`config.mk`:
```
export PLATFORM = sky130hd
export DESIGN_NAME = morse_text_codec_core
export DESIGN_NICKNAME = d
export VERILOG_FILES = /design/src/rtl/core/mtc_pkg.sv /design/src/rtl/core/mtc_front.sv /design/src/rtl/core/mtc_queue.sv /design/src/rtl/core/mtc_back.sv /design/src/rtl/core/morse_text_codec_core.sv
export VERILOG_INCLUDE_DIRS = /design/src /design/src/rtl/core
export SDC_FILE = /design/constraint.sdc
export NUM_CORES = 1
export LEC_CHECK = 0
export BUFFER_PORTS_ARGS = -buffer_cell sky130_fd_sc_hd__buf_2
export CAP_MARGIN = 15
export CORE_MARGIN = 10
export CORE_UTILIZATION = 28
export CTS_BUF_LIST = sky130_fd_sc_hd__clkbuf_8
export DETAILED_ROUTE_END_ITERATION = 6
export PLACE_DENSITY = 0.47
export SLEW_MARGIN = 15
export SYNTH_ARGS = -nofsm -noshare
export SYNTH_HDL_FRONTEND = slang
export SYNTH_SLANG_ARGS = --single-unit
export TNS_END_PERCENT = 50
```
`constraint.sdc`:
```
create_clock -name clk -period 5.17 [get_ports clk]
set_clock_uncertainty 0.15 [all_clocks]
set_input_delay 1.034 -clock clk [delete_from_list [all_inputs] [get_ports clk]]
set_output_delay 1.034 -clock clk [all_outputs]
set_load 0.05 [all_outputs]
```
`src/rtl/core/morse_text_codec_core_defines.svh`:
```
// Assertion macros shared by the morse text codec RTL.
// Needs a clock named clk and an active-low reset named arst_n in scope.
`ifndef MORSE_TEXT_CODEC_CORE_DEFINES_SVH
`define MORSE_TEXT_CODEC_CORE_DEFINES_SVH

// Condition must never hold outside reset.
`define MTC_ASSERT_NEVER(lbl, cond, msg) \
	lbl: assert property (@(posedge clk) disable iff (!arst_n) !(cond)) else $error(msg);

// Antecedent implies consequent in the same cycle.
`define MTC_ASSERT_IMP(lbl, ante, cons, msg) \
	lbl: assert property (@(posedge clk) disable iff (!arst_n) (ante) |-> (cons)) else $error(msg);

// Antecedent implies consequent in the next cycle.
`define MTC_ASSERT_NEXT(lbl, ante, cons, msg) \
	lbl: assert property (@(posedge clk) disable iff (!arst_n) (ante) |=> (cons)) else $error(msg);

`endif

```
`src/rtl/core/mtc_pkg.sv`:
```
// Shared types, Morse table and lookup functions for the morse text codec.
// No dependencies; imported by every module of the block.
package mtc_pkg;

	localparam int MTC_MAX_SYMBOLS = 5;
	localparam int MTC_QUEUE_DEPTH = 2;

	localparam int TABLE_SIZE    = 37;
	localparam int TABLE_MAX_LEN = 5;
	localparam int IDX_W         = $clog2(TABLE_SIZE);
	localparam int SYM_W         = 2 * TABLE_MAX_LEN;
	localparam int PAT_LEN_W     = $clog2(TABLE_MAX_LEN + 1);
	localparam int MAX_BEATS     = TABLE_MAX_LEN + 1;
	localparam int STEP_W        = $clog2(MAX_BEATS);

	localparam logic [7:0] CHAR_LC_A   = 8'd97;
	localparam logic [7:0] CHAR_LC_Z   = 8'd122;
	localparam logic [7:0] CHAR_ZERO   = 8'd48;
	localparam logic [7:0] CHAR_ONE    = 8'd49;
	localparam logic [7:0] CHAR_NINE   = 8'd57;
	localparam logic [7:0] CHAR_DASH   = 8'd45;
	localparam logic [7:0] CHAR_DOT    = 8'd46;
	localparam logic [7:0] CHAR_SLASH  = 8'd47;
	localparam logic [7:0] CHAR_SPACE  = 8'd32;

	localparam logic [1:0] SYM_NONE  = 2'd0;
	localparam logic [1:0] SYM_DOT   = 2'd1;
	localparam logic [1:0] SYM_DASH  = 2'd2;
	localparam logic [1:0] SYM_SLASH = 2'd3;

	localparam logic [IDX_W-1:0] IDX_DIGIT_ONE  = IDX_W'(26);
	localparam logic [IDX_W-1:0] IDX_DIGIT_ZERO = IDX_W'(35);
	localparam logic [IDX_W-1:0] IDX_SPACE      = IDX_W'(36);

	// Symbol i at bits 2i+1..2i: dot 01, dash 10, slash 11.
	localparam logic [SYM_W-1:0] PAT_SYM [TABLE_SIZE] = '{
		10'b00_00_00_10_01, 10'b00_01_01_01_10, 10'b00_01_10_01_10, 10'b00_00_01_01_10,
		10'b00_00_00_00_01, 10'b00_01_10_01_01, 10'b00_00_01_10_10, 10'b00_01_01_01_01,
		10'b00_00_00_01_01, 10'b00_10_10_10_01, 10'b00_00_10_01_10, 10'b00_01_01_10_01,
		10'b00_00_00_10_10, 10'b00_00_00_01_10, 10'b00_00_10_10_10, 10'b00_01_10_10_01,
		10'b00_10_01_10_10, 10'b00_00_01_10_01, 10'b00_00_01_01_01, 10'b00_00_00_00_10,
		10'b00_00_10_01_01, 10'b00_10_01_01_01, 10'b00_00_10_10_01, 10'b00_10_01_01_10,
		10'b00_10_10_01_10, 10'b00_01_01_10_10,
		10'b10_10_10_10_01, 10'b10_10_10_01_01, 10'b10_10_01_01_01, 10'b10_01_01_01_01,
		10'b01_01_01_01_01, 10'b01_01_01_01_10, 10'b01_01_01_10_10, 10'b01_01_10_10_10,
		10'b01_10_10_10_10, 10'b10_10_10_10_10,
		10'b00_00_00_11_11
	};

	localparam logic [PAT_LEN_W-1:0] PAT_LEN [TABLE_SIZE] = '{
		3'd2, 3'd4, 3'd4, 3'd3, 3'd1, 3'd4, 3'd3, 3'd4, 3'd2, 3'd4, 3'd3, 3'd4, 3'd2,
		3'd2, 3'd3, 3'd4, 3'd4, 3'd3, 3'd3, 3'd1, 3'd3, 3'd4, 3'd3, 3'd4, 3'd4, 3'd4,
		3'd5, 3'd5, 3'd5, 3'd5, 3'd5, 3'd5, 3'd5, 3'd5, 3'd5, 3'd5,
		3'd2
	};

	typedef struct packed {
		logic             hit;
		logic [IDX_W-1:0] idx;
	} enc_lookup_t;

	typedef struct packed {
		logic       hit;
		logic [7:0] glyph;
	} dec_lookup_t;

	// One queued job: an encode character or the outcome of one decode byte.
	typedef struct packed {
		logic             enc;
		logic [IDX_W-1:0] idx;
		logic             bad;
		logic             chr_valid;
		logic [7:0]       chr;
	} mtc_job_t;

	function automatic logic [1:0] mtc_sym_code(input logic [7:0] c);
		logic [1:0] code;
		unique case (c)
			CHAR_DOT:   code = SYM_DOT;
			CHAR_DASH:  code = SYM_DASH;
			CHAR_SLASH: code = SYM_SLASH;
			default:    code = SYM_NONE;
		endcase
		return code;
	endfunction

	function automatic logic [7:0] mtc_sym_char(input logic [1:0] code);
		logic [7:0] c;
		unique case (code)
			SYM_DOT:   c = CHAR_DOT;
			SYM_DASH:  c = CHAR_DASH;
			SYM_SLASH: c = CHAR_SLASH;
			default:   c = 8'd0;
		endcase
		return c;
	endfunction

	function automatic logic [7:0] mtc_glyph(input logic [IDX_W-1:0] idx);
		logic [7:0] c;
		if (idx < IDX_DIGIT_ONE)
			c = CHAR_LC_A + 8'(idx);
		else if (idx < IDX_DIGIT_ZERO)
			c = CHAR_ONE + 8'(idx - IDX_DIGIT_ONE);
		else if (idx == IDX_DIGIT_ZERO)
			c = CHAR_ZERO;
		else
			c = CHAR_SPACE;
		return c;
	endfunction

	function automatic enc_lookup_t mtc_enc_lookup(input logic [7:0] c);
		enc_lookup_t r;
		r = '0;
		if (c >= CHAR_LC_A && c <= CHAR_LC_Z) begin
			r.hit = 1'b1;
			r.idx = IDX_W'(c - CHAR_LC_A);
		end else if (c >= CHAR_ONE && c <= CHAR_NINE) begin
			r.hit = 1'b1;
			r.idx = IDX_DIGIT_ONE + IDX_W'(c - CHAR_ONE);
		end else if (c == CHAR_ZERO) begin
			r.hit = 1'b1;
			r.idx = IDX_DIGIT_ZERO;
		end else if (c == CHAR_SPACE) begin
			r.hit = 1'b1;
			r.idx = IDX_SPACE;
		end
		return r;
	endfunction

	// Patterns are unique, so at most one entry matches.
	function automatic dec_lookup_t mtc_dec_lookup(input logic [SYM_W-1:0] sym,
			input logic [PAT_LEN_W-1:0] len);
		dec_lookup_t r;
		r = '0;
		for (int j = 0; j < TABLE_SIZE; j++) begin
			if (PAT_SYM[j] == sym && PAT_LEN[j] == len) begin
				r.hit   = 1'b1;
				r.glyph = r.glyph | mtc_glyph(IDX_W'(j));
			end
		end
		return r;
	endfunction

endpackage

```
`src/rtl/core/mtc_front.sv`:
```
// Front end: accepts input bytes, holds direction and the decode token,
// classifies each byte and queues a job for each that yields a result. Depends on mtc_pkg.
module mtc_front import mtc_pkg::*; #(
	parameter int MAX_SYMBOLS = MTC_MAX_SYMBOLS
) (
	input  logic       clk,
	input  logic       arst_n,
	input  logic       push,
	input  logic [7:0] in_char,
	input  logic       end_of_line,
	input  logic       cfg_we,
	input  logic       cfg_wdata,
	input  logic       q_full,
	output logic       q_push,
	output mtc_job_t   q_job
);

	localparam int LenW = $clog2(MAX_SYMBOLS + 1);

	logic             dir_q;
	logic [LenW-1:0]  tok_len_q, tok_len_n;
	logic [SYM_W-1:0] tok_sym_q, tok_sym_n;
	logic             tok_long_q, tok_long_n;

	logic        accept;
	logic [1:0]  code;
	logic        is_sym, is_space, end_tok, bad_dec, len_ok, chr_valid;
	enc_lookup_t enc;
	dec_lookup_t dec;

	assign accept   = push && !q_full;
	assign code     = mtc_sym_code(in_char);
	assign is_sym   = code != SYM_NONE;
	assign is_space = in_char == CHAR_SPACE;
	assign end_tok  = is_space || end_of_line;
	assign bad_dec  = !is_sym && !is_space;
	assign enc      = mtc_enc_lookup(in_char);

	// Token after this byte's symbol, if any; the end check sees it.
	always_comb begin
		tok_len_n  = tok_len_q;
		tok_sym_n  = tok_sym_q;
		tok_long_n = tok_long_q;
		if (is_sym) begin
			if (tok_len_q >= LenW'(MAX_SYMBOLS)) begin
				tok_long_n = 1'b1;
			end else begin
				for (int i = 0; i < TABLE_MAX_LEN; i++) begin
					if (tok_len_q == LenW'(i))
						tok_sym_n[2*i +: 2] = code;
				end
				tok_len_n = tok_len_q + LenW'(1);
			end
		end
	end

	assign len_ok    = tok_len_n != '0 && tok_len_n <= LenW'(TABLE_MAX_LEN);
	assign dec       = mtc_dec_lookup(tok_sym_n, tok_len_n[PAT_LEN_W-1:0]);
	assign chr_valid = end_tok && !tok_long_n && len_ok && dec.hit;

	always_comb begin
		q_job.enc       = !dir_q;
		q_job.idx       = enc.idx;
		q_job.bad       = dir_q ? bad_dec : !enc.hit;
		q_job.chr_valid = dir_q && chr_valid;
		q_job.chr       = dec.glyph;
	end

	// Decode bytes that make no result (symbols, empty ends) stay out of the queue.
	assign q_push = accept && (!dir_q || bad_dec || chr_valid);

	always_ff @(posedge clk or negedge arst_n) begin
		if (!arst_n) begin
			dir_q      <= 1'b0;
			tok_len_q  <= '0;
			tok_sym_q  <= '0;
			tok_long_q <= 1'b0;
		end else begin
			if (cfg_we)
				dir_q <= cfg_wdata;
			if (accept && dir_q) begin
				if (end_tok) begin
					tok_len_q  <= '0;
					tok_sym_q  <= '0;
					tok_long_q <= 1'b0;
				end else begin
					tok_len_q  <= tok_len_n;
					tok_sym_q  <= tok_sym_n;
					tok_long_q <= tok_long_n;
				end
			end
		end
	end

endmodule

```
`src/rtl/core/mtc_queue.sv`:
```
// Short job queue between front and back end.
// Depends on mtc_pkg and the shared assertion macros.
`include "morse_text_codec_core_defines.svh"
module mtc_queue import mtc_pkg::*; #(
	parameter int DEPTH = MTC_QUEUE_DEPTH
) (
	input  logic     clk,
	input  logic     arst_n,
	input  logic     q_push,
	input  mtc_job_t q_job,
	output logic     q_full,
	input  logic     q_pop,
	output logic     head_valid,
	output mtc_job_t head_job
);

	localparam int PtrW = $clog2(DEPTH);
	localparam int CntW = $clog2(DEPTH + 1);

	mtc_job_t        mem_q [DEPTH];
	logic [PtrW-1:0] wr_ptr_q, rd_ptr_q;
	logic [CntW-1:0] count_q;

	function automatic logic [PtrW-1:0] wrap_inc(input logic [PtrW-1:0] p);
		return (p == PtrW'(DEPTH - 1)) ? '0 : p + PtrW'(1);
	endfunction

	assign q_full     = count_q == CntW'(DEPTH);
	assign head_valid = count_q != '0;
	assign head_job   = mem_q[rd_ptr_q];

	always_ff @(posedge clk or negedge arst_n) begin
		if (!arst_n) begin
			wr_ptr_q <= '0;
			rd_ptr_q <= '0;
			count_q  <= '0;
		end else begin
			if (q_push)
				wr_ptr_q <= wrap_inc(wr_ptr_q);
			if (q_pop)
				rd_ptr_q <= wrap_inc(rd_ptr_q);
			if (q_push && !q_pop)
				count_q <= count_q + CntW'(1);
			else if (q_pop && !q_push)
				count_q <= count_q - CntW'(1);
		end
	end

	always_ff @(posedge clk) begin
		if (q_push)
			mem_q[wr_ptr_q] <= q_job;
	end

	`MTC_ASSERT_NEVER(a_no_push_full, q_push && q_full, "job pushed into full queue")
	`MTC_ASSERT_NEVER(a_no_pop_empty, q_pop && !head_valid, "job popped from empty queue")
	`MTC_ASSERT_NEVER(a_count_range, count_q > CntW'(DEPTH), "queue count out of range")

endmodule

```
`src/rtl/core/mtc_back.sv`:
```
// Back end: expands the head job into result beats, one per cycle unless the consumer
// stalls pop, into a single output register. Depends on mtc_pkg and the assertion macros.
`include "morse_text_codec_core_defines.svh"
module mtc_back import mtc_pkg::*; (
	input  logic       clk,
	input  logic       arst_n,
	input  logic       head_valid,
	input  mtc_job_t   head_job,
	output logic       q_pop,
	output logic       empty,
	input  logic       pop,
	output logic [7:0] out_char,
	output logic       bad_input,
	output logic       last_of_run
);

	logic [STEP_W-1:0]    step_q;
	logic                 out_valid_q;
	logic [7:0]           out_char_q;
	logic                 bad_q, last_q;

	logic                 load;
	logic [7:0]           beat_char;
	logic                 beat_bad, beat_last;
	logic [PAT_LEN_W-1:0] plen;
	logic [SYM_W-1:0]     psym;

	assign plen = PAT_LEN[head_job.idx];
	assign psym = PAT_SYM[head_job.idx] >> {step_q, 1'b0};

	always_comb begin
		beat_char = '0;
		beat_bad  = 1'b0;
		beat_last = 1'b0;
		if (head_job.enc) begin
			if (head_job.bad) begin
				beat_bad  = 1'b1;
				beat_last = 1'b1;
			end else if (step_q < STEP_W'(plen)) begin
				beat_char = mtc_sym_char(psym[1:0]);
			end else begin
				beat_char = CHAR_SPACE;
				beat_last = 1'b1;
			end
		end else begin
			if (head_job.bad && step_q == '0) begin
				beat_bad  = 1'b1;
				beat_last = !head_job.chr_valid;
			end else begin
				beat_char = head_job.chr;
				beat_last = 1'b1;
			end
		end
	end

	assign load  = head_valid && (!out_valid_q || pop);
	assign q_pop = load && beat_last;

	always_ff @(posedge clk or negedge arst_n) begin
		if (!arst_n) begin
			step_q      <= '0;
			out_valid_q <= 1'b0;
		end else begin
			if (load) begin
				step_q      <= beat_last ? '0 : step_q + STEP_W'(1);
				out_valid_q <= 1'b1;
			end else if (pop) begin
				out_valid_q <= 1'b0;
			end
		end
	end

	always_ff @(posedge clk) begin
		if (load) begin
			out_char_q <= beat_char;
			bad_q      <= beat_bad;
			last_q     <= beat_last;
		end
	end

	assign empty       = !out_valid_q;
	assign out_char    = out_char_q;
	assign bad_input   = bad_q;
	assign last_of_run = last_q;

	`MTC_ASSERT_NEVER(a_step_range, step_q >= STEP_W'(MAX_BEATS), "beat step out of range")
	`MTC_ASSERT_IMP(a_job_has_beat, head_valid, head_job.enc || head_job.bad || head_job.chr_valid,
		"queued job yields no beat")
	`MTC_ASSERT_NEXT(a_step_clears, q_pop, step_q == '0, "step not cleared after last beat")

endmodule

```
`src/rtl/core/morse_text_codec_core.sv`:
```
// Morse text codec core. An accepted byte passes the job queue, then the output register, before its first beat.
// Input beats are taken every cycle while the job queue has room; results leave one beat
// per cycle from the output register while the consumer pops. An encode byte yields pattern length + 1 beats (2..6
// beats), a byte outside the table one beat; decode 0, 1 or 2 beats, so the output beat
// rate of the back end sets sustained throughput.
// arst_n clears direction (encode), the decode token and the queue, and empties the output register.
module morse_text_codec_core import mtc_pkg::*; #(
	parameter int MAX_SYMBOLS = MTC_MAX_SYMBOLS,
	parameter int QUEUE_DEPTH = MTC_QUEUE_DEPTH
) (
	input  logic       clk,
	input  logic       arst_n,
	// input side, queue style
	input  logic       push,
	output logic       full,
	input  logic [7:0] in_char,
	input  logic       end_of_line,
	// result side, queue style
	output logic       empty,
	input  logic       pop,
	output logic [7:0] out_char,
	output logic       bad_input,
	output logic       last_of_run,
	// direction register: 0 text to Morse, 1 Morse to text
	input  logic       cfg_we,
	input  logic       cfg_wdata
);

	// Front classifies each beat and queues a job for those that yield a result; the queue
	// decouples it from the back end, which may spend up to six beats expanding one encode job.
	logic     q_push, q_full, q_pop, head_valid;
	mtc_job_t q_job, head_job;

	assign full = q_full;

	mtc_front #(
		.MAX_SYMBOLS(MAX_SYMBOLS)
	) u_front (
		.clk         (clk),
		.arst_n      (arst_n),
		.push        (push),
		.in_char     (in_char),
		.end_of_line (end_of_line),
		.cfg_we      (cfg_we),
		.cfg_wdata   (cfg_wdata),
		.q_full      (q_full),
		.q_push      (q_push),
		.q_job       (q_job)
	);

	mtc_queue #(
		.DEPTH(QUEUE_DEPTH)
	) u_queue (
		.clk        (clk),
		.arst_n     (arst_n),
		.q_push     (q_push),
		.q_job      (q_job),
		.q_full     (q_full),
		.q_pop      (q_pop),
		.head_valid (head_valid),
		.head_job   (head_job)
	);

	// Back end: one result beat per cycle into the output register, which
	// keeps the last beat while the consumer holds off pop.
	mtc_back u_back (
		.clk         (clk),
		.arst_n      (arst_n),
		.head_valid  (head_valid),
		.head_job    (head_job),
		.q_pop       (q_pop),
		.empty       (empty),
		.pop         (pop),
		.out_char    (out_char),
		.bad_input   (bad_input),
		.last_of_run (last_of_run)
	);

endmodule

```
==> results of run 1 <==
routing by layer:
metal	vias to the layer above	share of wire (%)
li1	2421	-
met3	30	5.3
met5	-	0
met2	184	47
met1	2396	46
met4	0	1.9
area by class of cell:
cell class | count | area, µm² | area share [%]
Multi-Input combinational cell | 501 | 3330 | 55.2
Sequential cell | 64 | 1810 | 30.0
Timing Repair Buffer | 52 | 328 | 5.44
Tap cell | 234 | 293 | 4.86
Clock buffer | 10 | 138 | 2.28
Clock inverter | 6 | 67.6 | 1.12
Inverter | 18 | 67.6 | 1.12
power groups by stage:
stage                     logic (W)  clock network [W]  registers, W
final                       0.00125           0.000444      0.000773
after global routing        0.00139           0.000486      0.000791
after CTS                   0.00125           0.000459      0.000774
after detailed placement    0.00125                  0      0.000785
after global placement      0.00124                  0      0.000781
after floorplan            0.000808                  0      0.000889
cell families after synthesis:
logic type / count (synthesis) / synth area share, %
xor gates and xnor gates: 6 / 0.985
and+or+nand+nor: 261 / 26.1
DFF: 64 / 33.9
other: 1 / 0.0703
AOI/OAI and AO/OA: 184 / 24.7
buffers and inverters: 49 / 3.78
muxes: 25 / 4.93
adders and majority gates: 24 / 5.63
worst reg2reg max path, cell delays in order (launching register included):
cell and delay [ns]:
dfrtp_1 0.51, buf_4 0.36, mux2i_1 0.30, clkinv_1 0.09, buf_4 0.20, nand2b_1 0.14
a21oi_1 0.07, o21ai_0 0.23, o21ai_0 0.12, nand2_1 0.07, o21ai_0 0.09, ha_1 0.32
nand2_1 0.05, o21ai_0 0.35, o32a_1 0.33, nand2_1 0.14, ha_1 0.23, xor2_1 0.14
nor2_1 0.11, xor2_1 0.14
layout by cell type, fill, tap and decap left out, drive strengths merged, types with 5 or more instances in the layout:
cell / netlist / routed
a211oi: 9 / 9
a21oi: 33 / 33
and2: 8 / 8
buf: 9 / 52
clkbuf: 22 / 10
dfrtp: 23 / 23
edfxtp: 41 / 41
ha: 24 / 24
inv: 16 / 17
mux2: 7 / 7
mux2i: 18 / 18
nand2: 56 / 56
nand2b: 7 / 7
nand3: 24 / 24
nand4: 12 / 12
nor2: 65 / 65
nor2b: 12 / 12
nor3: 29 / 29
nor4: 13 / 13
o2111ai: 5 / 5
o211ai: 7 / 7
o21ai: 46 / 46
o22ai: 20 / 20
o31ai: 7 / 7
o41ai: 5 / 5
or2: 7 / 7
or3: 7 / 7
sequential cells by signal, summed over array words and instances, names as in the netlist, 2 cells and up:
signal,count
u_front.tok_len_q,3
u_back.step_q,3
u_back.out_char,7
u_front.tok_sym_q,10
u_queue.count_q,2
u_queue.mem_q,32
metrics by stage:
step	hold slack, ns	power [W]	util, %	setup WS (ns)	area, µm²
5_1_grt	0.392	0.00267	32.2	0.277	6030
4_1_cts	0.368	0.00248	32.2	0.678	6030
3_3_place_gp	0.345	0.00202	31.1	0.403	5820
6_report	0.359	0.00246	32.2	0.611	6030
3_5_place_dp	0.347	0.00203	31.1	0.312	5820
2_1_floorplan	0.316	0.00170	-	0.413	5330
how the worst max path moves through the flow:
stage	cells after the start	slack, ns	endpoint	startpoint
finish	17	0.61	u_queue.count_q[1]	in_char[0]
global route	17	0.28	u_queue.count_q[1]	in_char[0]
CTS	16	0.68	u_queue.count_q[1]	in_char[0]
detailed placement	16	0.31	u_queue.count_q[1]	in_char[0]
global placement	15	0.40	u_queue.count_q[1]	in_char[7]
floorplan	12	0.41	u_queue.mem_q[1][0]	in_char[0]
==> metrics.txt, run 1 <==
sequential element share of the synthesized area 33.9%; I/O pins 27; f_max approximately 220 MHz; reg2reg path depth 19; final WL between 15 and 20 mm; Die Span X roughly 160 µm; top_reg_cell synth edfxtp_1; Endpoint, Worst Hold u_back.out_valid_q; Vias/cell ~5.7; Final Hold Fails 0; Max-Cap Viols 0; Filler Cells Inserted 1,970; Critical R2R Launch u_queue.rd_ptr_q; vias in the first global route 4,869; global-route wire length before repair about 27 mm; syn avg cell area between 8 and 9 µm²; Internal around 0.0014 W; Yosys top cell by area edfxtp_1; R2R Setup Slk 0.96 ns; gpl congestion approximately 0.96; reg2reg end u_queue.count_q[1]; leakage power ~2.3 nW; Reg power frac a little under a third; final worst-path cycle share 88.2%; critical path class primary input to flip-flop; worst skew pair latency around 0.35 ns; crit-path max FO 15; grt ovf 0; DP HPWL around 13 mm; root buffer cell clkbuf_8; switching part of the total between 40 and 50%; FFs w/ async S/R, synth 35.9%; number of flops mapped to enable cells by yosys 41; crit-path cells buf_2 > inv_1 > ha_1 > nor3_1 > or3_1 > buf_4 > nor4_2 > o2111ai_2 > o21bai_1 > a21oi_2 > nand4_4 > o21ai_2 > a21oi_1 > ha_1 > xor2_1 > nor2_1 > xor2_1; Worst EP arrival around 4.7 ns; Area Overhead vs Synth 13.0%; Setup crit start kind primary input; Worst VDD drop about 140 µV; most frequent cells after synthesis 65 x nor2_1, 56 x nand2_1, 45 x o21ai_0, 41 x edfxtp_1, 32 x a21oi_1; top post-synthesis cells by area edfxtp_1 23%, dfrtp_1 11%, ha_1 5.6%; most common cell in the netlist nor2_1; DR WL/cell 18.3 µm; pwr dens between 400 and 500 nW/µm²; DRC viols 0; Syn Inst Count 614; GRT met3 Usage around 2.7%; CP bufs+invs 3; hold depth 2; RSZ-0062 raised after global routing false; M2 GR Usage approximately 22%; gr usage total about an eighth; port buffer count 25; Final #Nets about 700; Resized cells post-CTS 0; DRC violation total after the first TritonRoute iteration between 300 and 400; setup bufs post-CTS 0; Final ANT Viol Nets 0; H-Tree Depth 3; warnings from Yosys 0; Die Ht roughly 160 µm; initial core utilization 28.5%; TritonCTS Buffers 9; layout cells sized above 1 15.8%; count of final setup violators 0; largest net degree at the start of global routing 24; number of library cell types mapped by synthesis 89; CP max-delay cell nor3_1; Worst Max-Slew Pin Slew between 0.8 and 0.9 ns; Max clock buf depth 2; #FFs+latches synth 64; setup TNS 0 ns; CTS clock-pin slew for the worst setup and hold paths ~0.070 ns; CP required 5.30 ns; TritonCTS clock tree built; mapped cell area about 5300 µm²; Hold-fix buffers, CTS 0; antenna violations before repair 0; relative slew slack ~44%; met1 Resource Use GR between 15 and 20%; Pins Over Slew Limit 0; clock sinks between 60 and 70; Hold Path Origin u_back.out_valid_q; Yosys top cell area share between 20% and 30%; Core Rows 50; GRT busiest layer met2; core region area 18,700 µm²; Synth Net Count between 600 and 700; Top delay family on crit path compound AO/OA/AOI/OAI gates; Psw approximately 0.0011 W; outcome completed; DP Cell Count 869; Hold WC Path Type flip-flop to flip-flop; Comb power frac between 50% and 60%; Critical Path Max Stage Delay about 0.48 ns; first-pass iteration count of the detailed router 6; via count 5,031; die area between 20,000 and 25,000 µm²; Antenna Cells 0; share of total power in the clock network between 10% and 20%; min cycle time layout 4.56 ns; fin cells between 800 and 900; Setup crit end kind flip-flop
Note: power is estimated with default switching activity, not from simulation.
==> run 2: changes to the inputs <==
--- a/config.mk
+++ b/config.mk
@@ -12,7 +12,6 @@
 export CORE_UTILIZATION = 28
 export CTS_BUF_LIST = sky130_fd_sc_hd__clkbuf_8
 export DETAILED_ROUTE_END_ITERATION = 6
-export PLACE_DENSITY = 0.47
 export SLEW_MARGIN = 15
 export SYNTH_ARGS = -nofsm -noshare
 export SYNTH_HDL_FRONTEND = slang
==> metrics.txt, run 2 (same netlist as run 1, synthesis figures left out) <==
reg2reg end u_queue.count_q[1]; TritonCTS clock tree built; antenna violations before repair 0; Final Hold Fails 0; hold depth 2; critical path class primary input to flip-flop; DRC violation total after the first TritonRoute iteration roughly 480; grt ovf 0; Largest Register u_queue.mem_q; first-pass iteration count of the detailed router 6; fin area roughly 6000 µm²; Resized cells post-CTS 0; port buffer count 25; Die Span X roughly 160 µm; Endpoint, Worst Hold u_front.tok_long_q; core region area 18,700 µm²; initial core utilization around 29%; die area approximately 25,000 µm²; DR WL/cell between 15 and 20 µm; Die Ht ~160 µm; pwr dens between 400 and 500 nW/µm²; Hold-fix buffers, CTS 0; most common cell after layout, fill and taps aside nor2_1; Antenna Cells 0; Max clock buf depth 2; H-Tree Depth 3; layout cells sized above 1 between 15 and 20%; gr usage total a little under an eighth; vias in the first global route between 4k and 5k; Pins Over Slew Limit 0; Max-Cap Viols 0; gpl congestion ~0.95; root buffer cell clkbuf_8; DRC viols 0; worst skew pair latency about 0.35 ns; register area about 1800 µm²; min cycle time layout between 4 and 5 ns; DP Area roughly 5800 µm²; largest net degree at the start of global routing 24; Filler Cells Inserted between 1.5k and 2k; Setup crit end kind flip-flop; area of the multi-input gates roughly 3300 µm²; crit-path max FO 12; RSZ-0062 raised after global routing false; CP required around 5.3 ns; Hold WS 0.366 ns; Critical R2R Launch u_queue.rd_ptr_q; final worst-path cycle share between 80 and 90%; Hold WC Path Type flip-flop to flip-flop; Final ANT Viol Nets 0; Vias/cell 5.69; global-route wire length before repair about 24 mm; Core Rows 50; Reg power frac 30.8%; Setup crit start kind primary input; share of total power in the clock network between 10% and 20%; count of final setup violators 0; relative slew slack a little under three fifths; outcome completed; switching part of the total roughly 44%; Hold Path Origin u_front.tok_long_q; most frequent cells in the layout 65 x nor2_1, 56 x nand2_1, 45 x o21ai_0; via count 5,034; final WL around 15 mm; Worst EP arrival 4.54 ns; leakage power approximately 2.3 nW; Psw around 0.0011 W; DP HPWL 11.3 mm; Final #Nets approximately 690; fin cells 885; f_max ~230 MHz; DP Cell Count ~870; TritonCTS Buffers 9; Area Overhead vs Synth 13.4%; reg2reg path depth 16; R2R Setup Slk 0.86 ns; max reg flops 32; CTS clock-pin slew for the worst setup and hold paths roughly 0.080 ns; setup TNS 0 ns; setup bufs post-CTS 0; Worst VDD drop roughly 160 µV; Worst Max-Slew Pin Slew approximately 0.64 ns; Comb power frac about half; clock sinks 64; I/O pins 27; Internal 0.00141 W
## run 2: changes by cell type in the layout (fill, tap and decap cells not counted)
cell        previous run  this run
inv_6                  1         2
bufinv_16              1         2
clkinv_2               1         0
clkinv_4               1         3
clkinvlp_4             2         0
clkbuf_8              10         9
## run 2: power groups by stage
| stage | logic (W) | registers (W) | clock network (W) |
|---|---|---|---|
| after floorplan | 0.000808 | 0.000889 | 0 |
| after global placement | 0.00124 | 0.000782 | 0 |
| after detailed placement | 0.00124 | 0.000785 | 0 |
| after CTS | 0.00124 | 0.000773 | 0.000503 |
| after global routing | 0.00138 | 0.000789 | 0.000527 |
| final | 0.00125 | 0.000771 | 0.000490 |
## run 2: routing by layer
| layer | vias up | wire length, µm | share of wire, % | track usage [%] |
|---|---|---|---|---|
| met1 | 2370 | 6830 | 46 | 15.6 |
| met5 | - | 0 | 0 | 0 |
| met4 | 0 | 227 | 1.5 | 3.26 |
| met3 | 35 | 936 | 6.3 | 2.36 |
| li1 | 2414 | - | - | - |
| met2 | 215 | 6930 | 46 | 19.5 |
## run 2: worst max-delay path, cell delays in order
cell and delay (ns):
buf_2 0.14, inv_1 0.08, ha_1 0.27, nor3_1 0.47, or3_1 0.45, buf_4 0.28
nand2_1 0.11, o2111ai_2 0.21, o21bai_1 0.19, a21oi_2 0.26, nand4_4 0.12, o21ai_2 0.21
a21oi_1 0.10, ha_1 0.33, nor2_1 0.13, xor2_1 0.15
## run 2: cell type report
class	instances	share of cell area, %
Inverter	18	1.12
Multi-Input combinational cell	501	55.0
Clock inverter	7	1.72
Timing Repair Buffer	52	5.42
Tap cell	234	4.84
Clock buffer	9	2.05
Sequential cell	64	29.9
## run 2: worst max-delay path by stage
| stage | startpoint | to | slack, ns | cells after the start |
|---|---|---|---|---|
| after CTS | in_char[0] | u_queue.count_q[1] | 0.79 | 16 |
| after detailed placement | in_char[0] | u_queue.count_q[1] | 0.43 | 17 |
| after global placement | in_char[7] | u_queue.count_q[1] | 0.50 | 15 |
| after floorplan | in_char[0] | u_queue.mem_q[1][0] | 0.41 | 12 |
| final | in_char[0] | u_queue.count_q[1] | 0.75 | 16 |
| after global routing | u_queue.rd_ptr_q | u_queue.count_q[1] | 0.39 | 17 |
## run 2: per-stage QoR
step	utilization (%)	worst slack (ns)	power (W)
3_3_place_gp	31.1	0.500	0.00202
6_report	32.3	0.750	0.00251
5_1_grt	32.3	0.394	0.00270
4_1_cts	32.3	0.789	0.00252
3_5_place_dp	31.1	0.429	0.00202
2_1_floorplan	-	0.413	0.00170
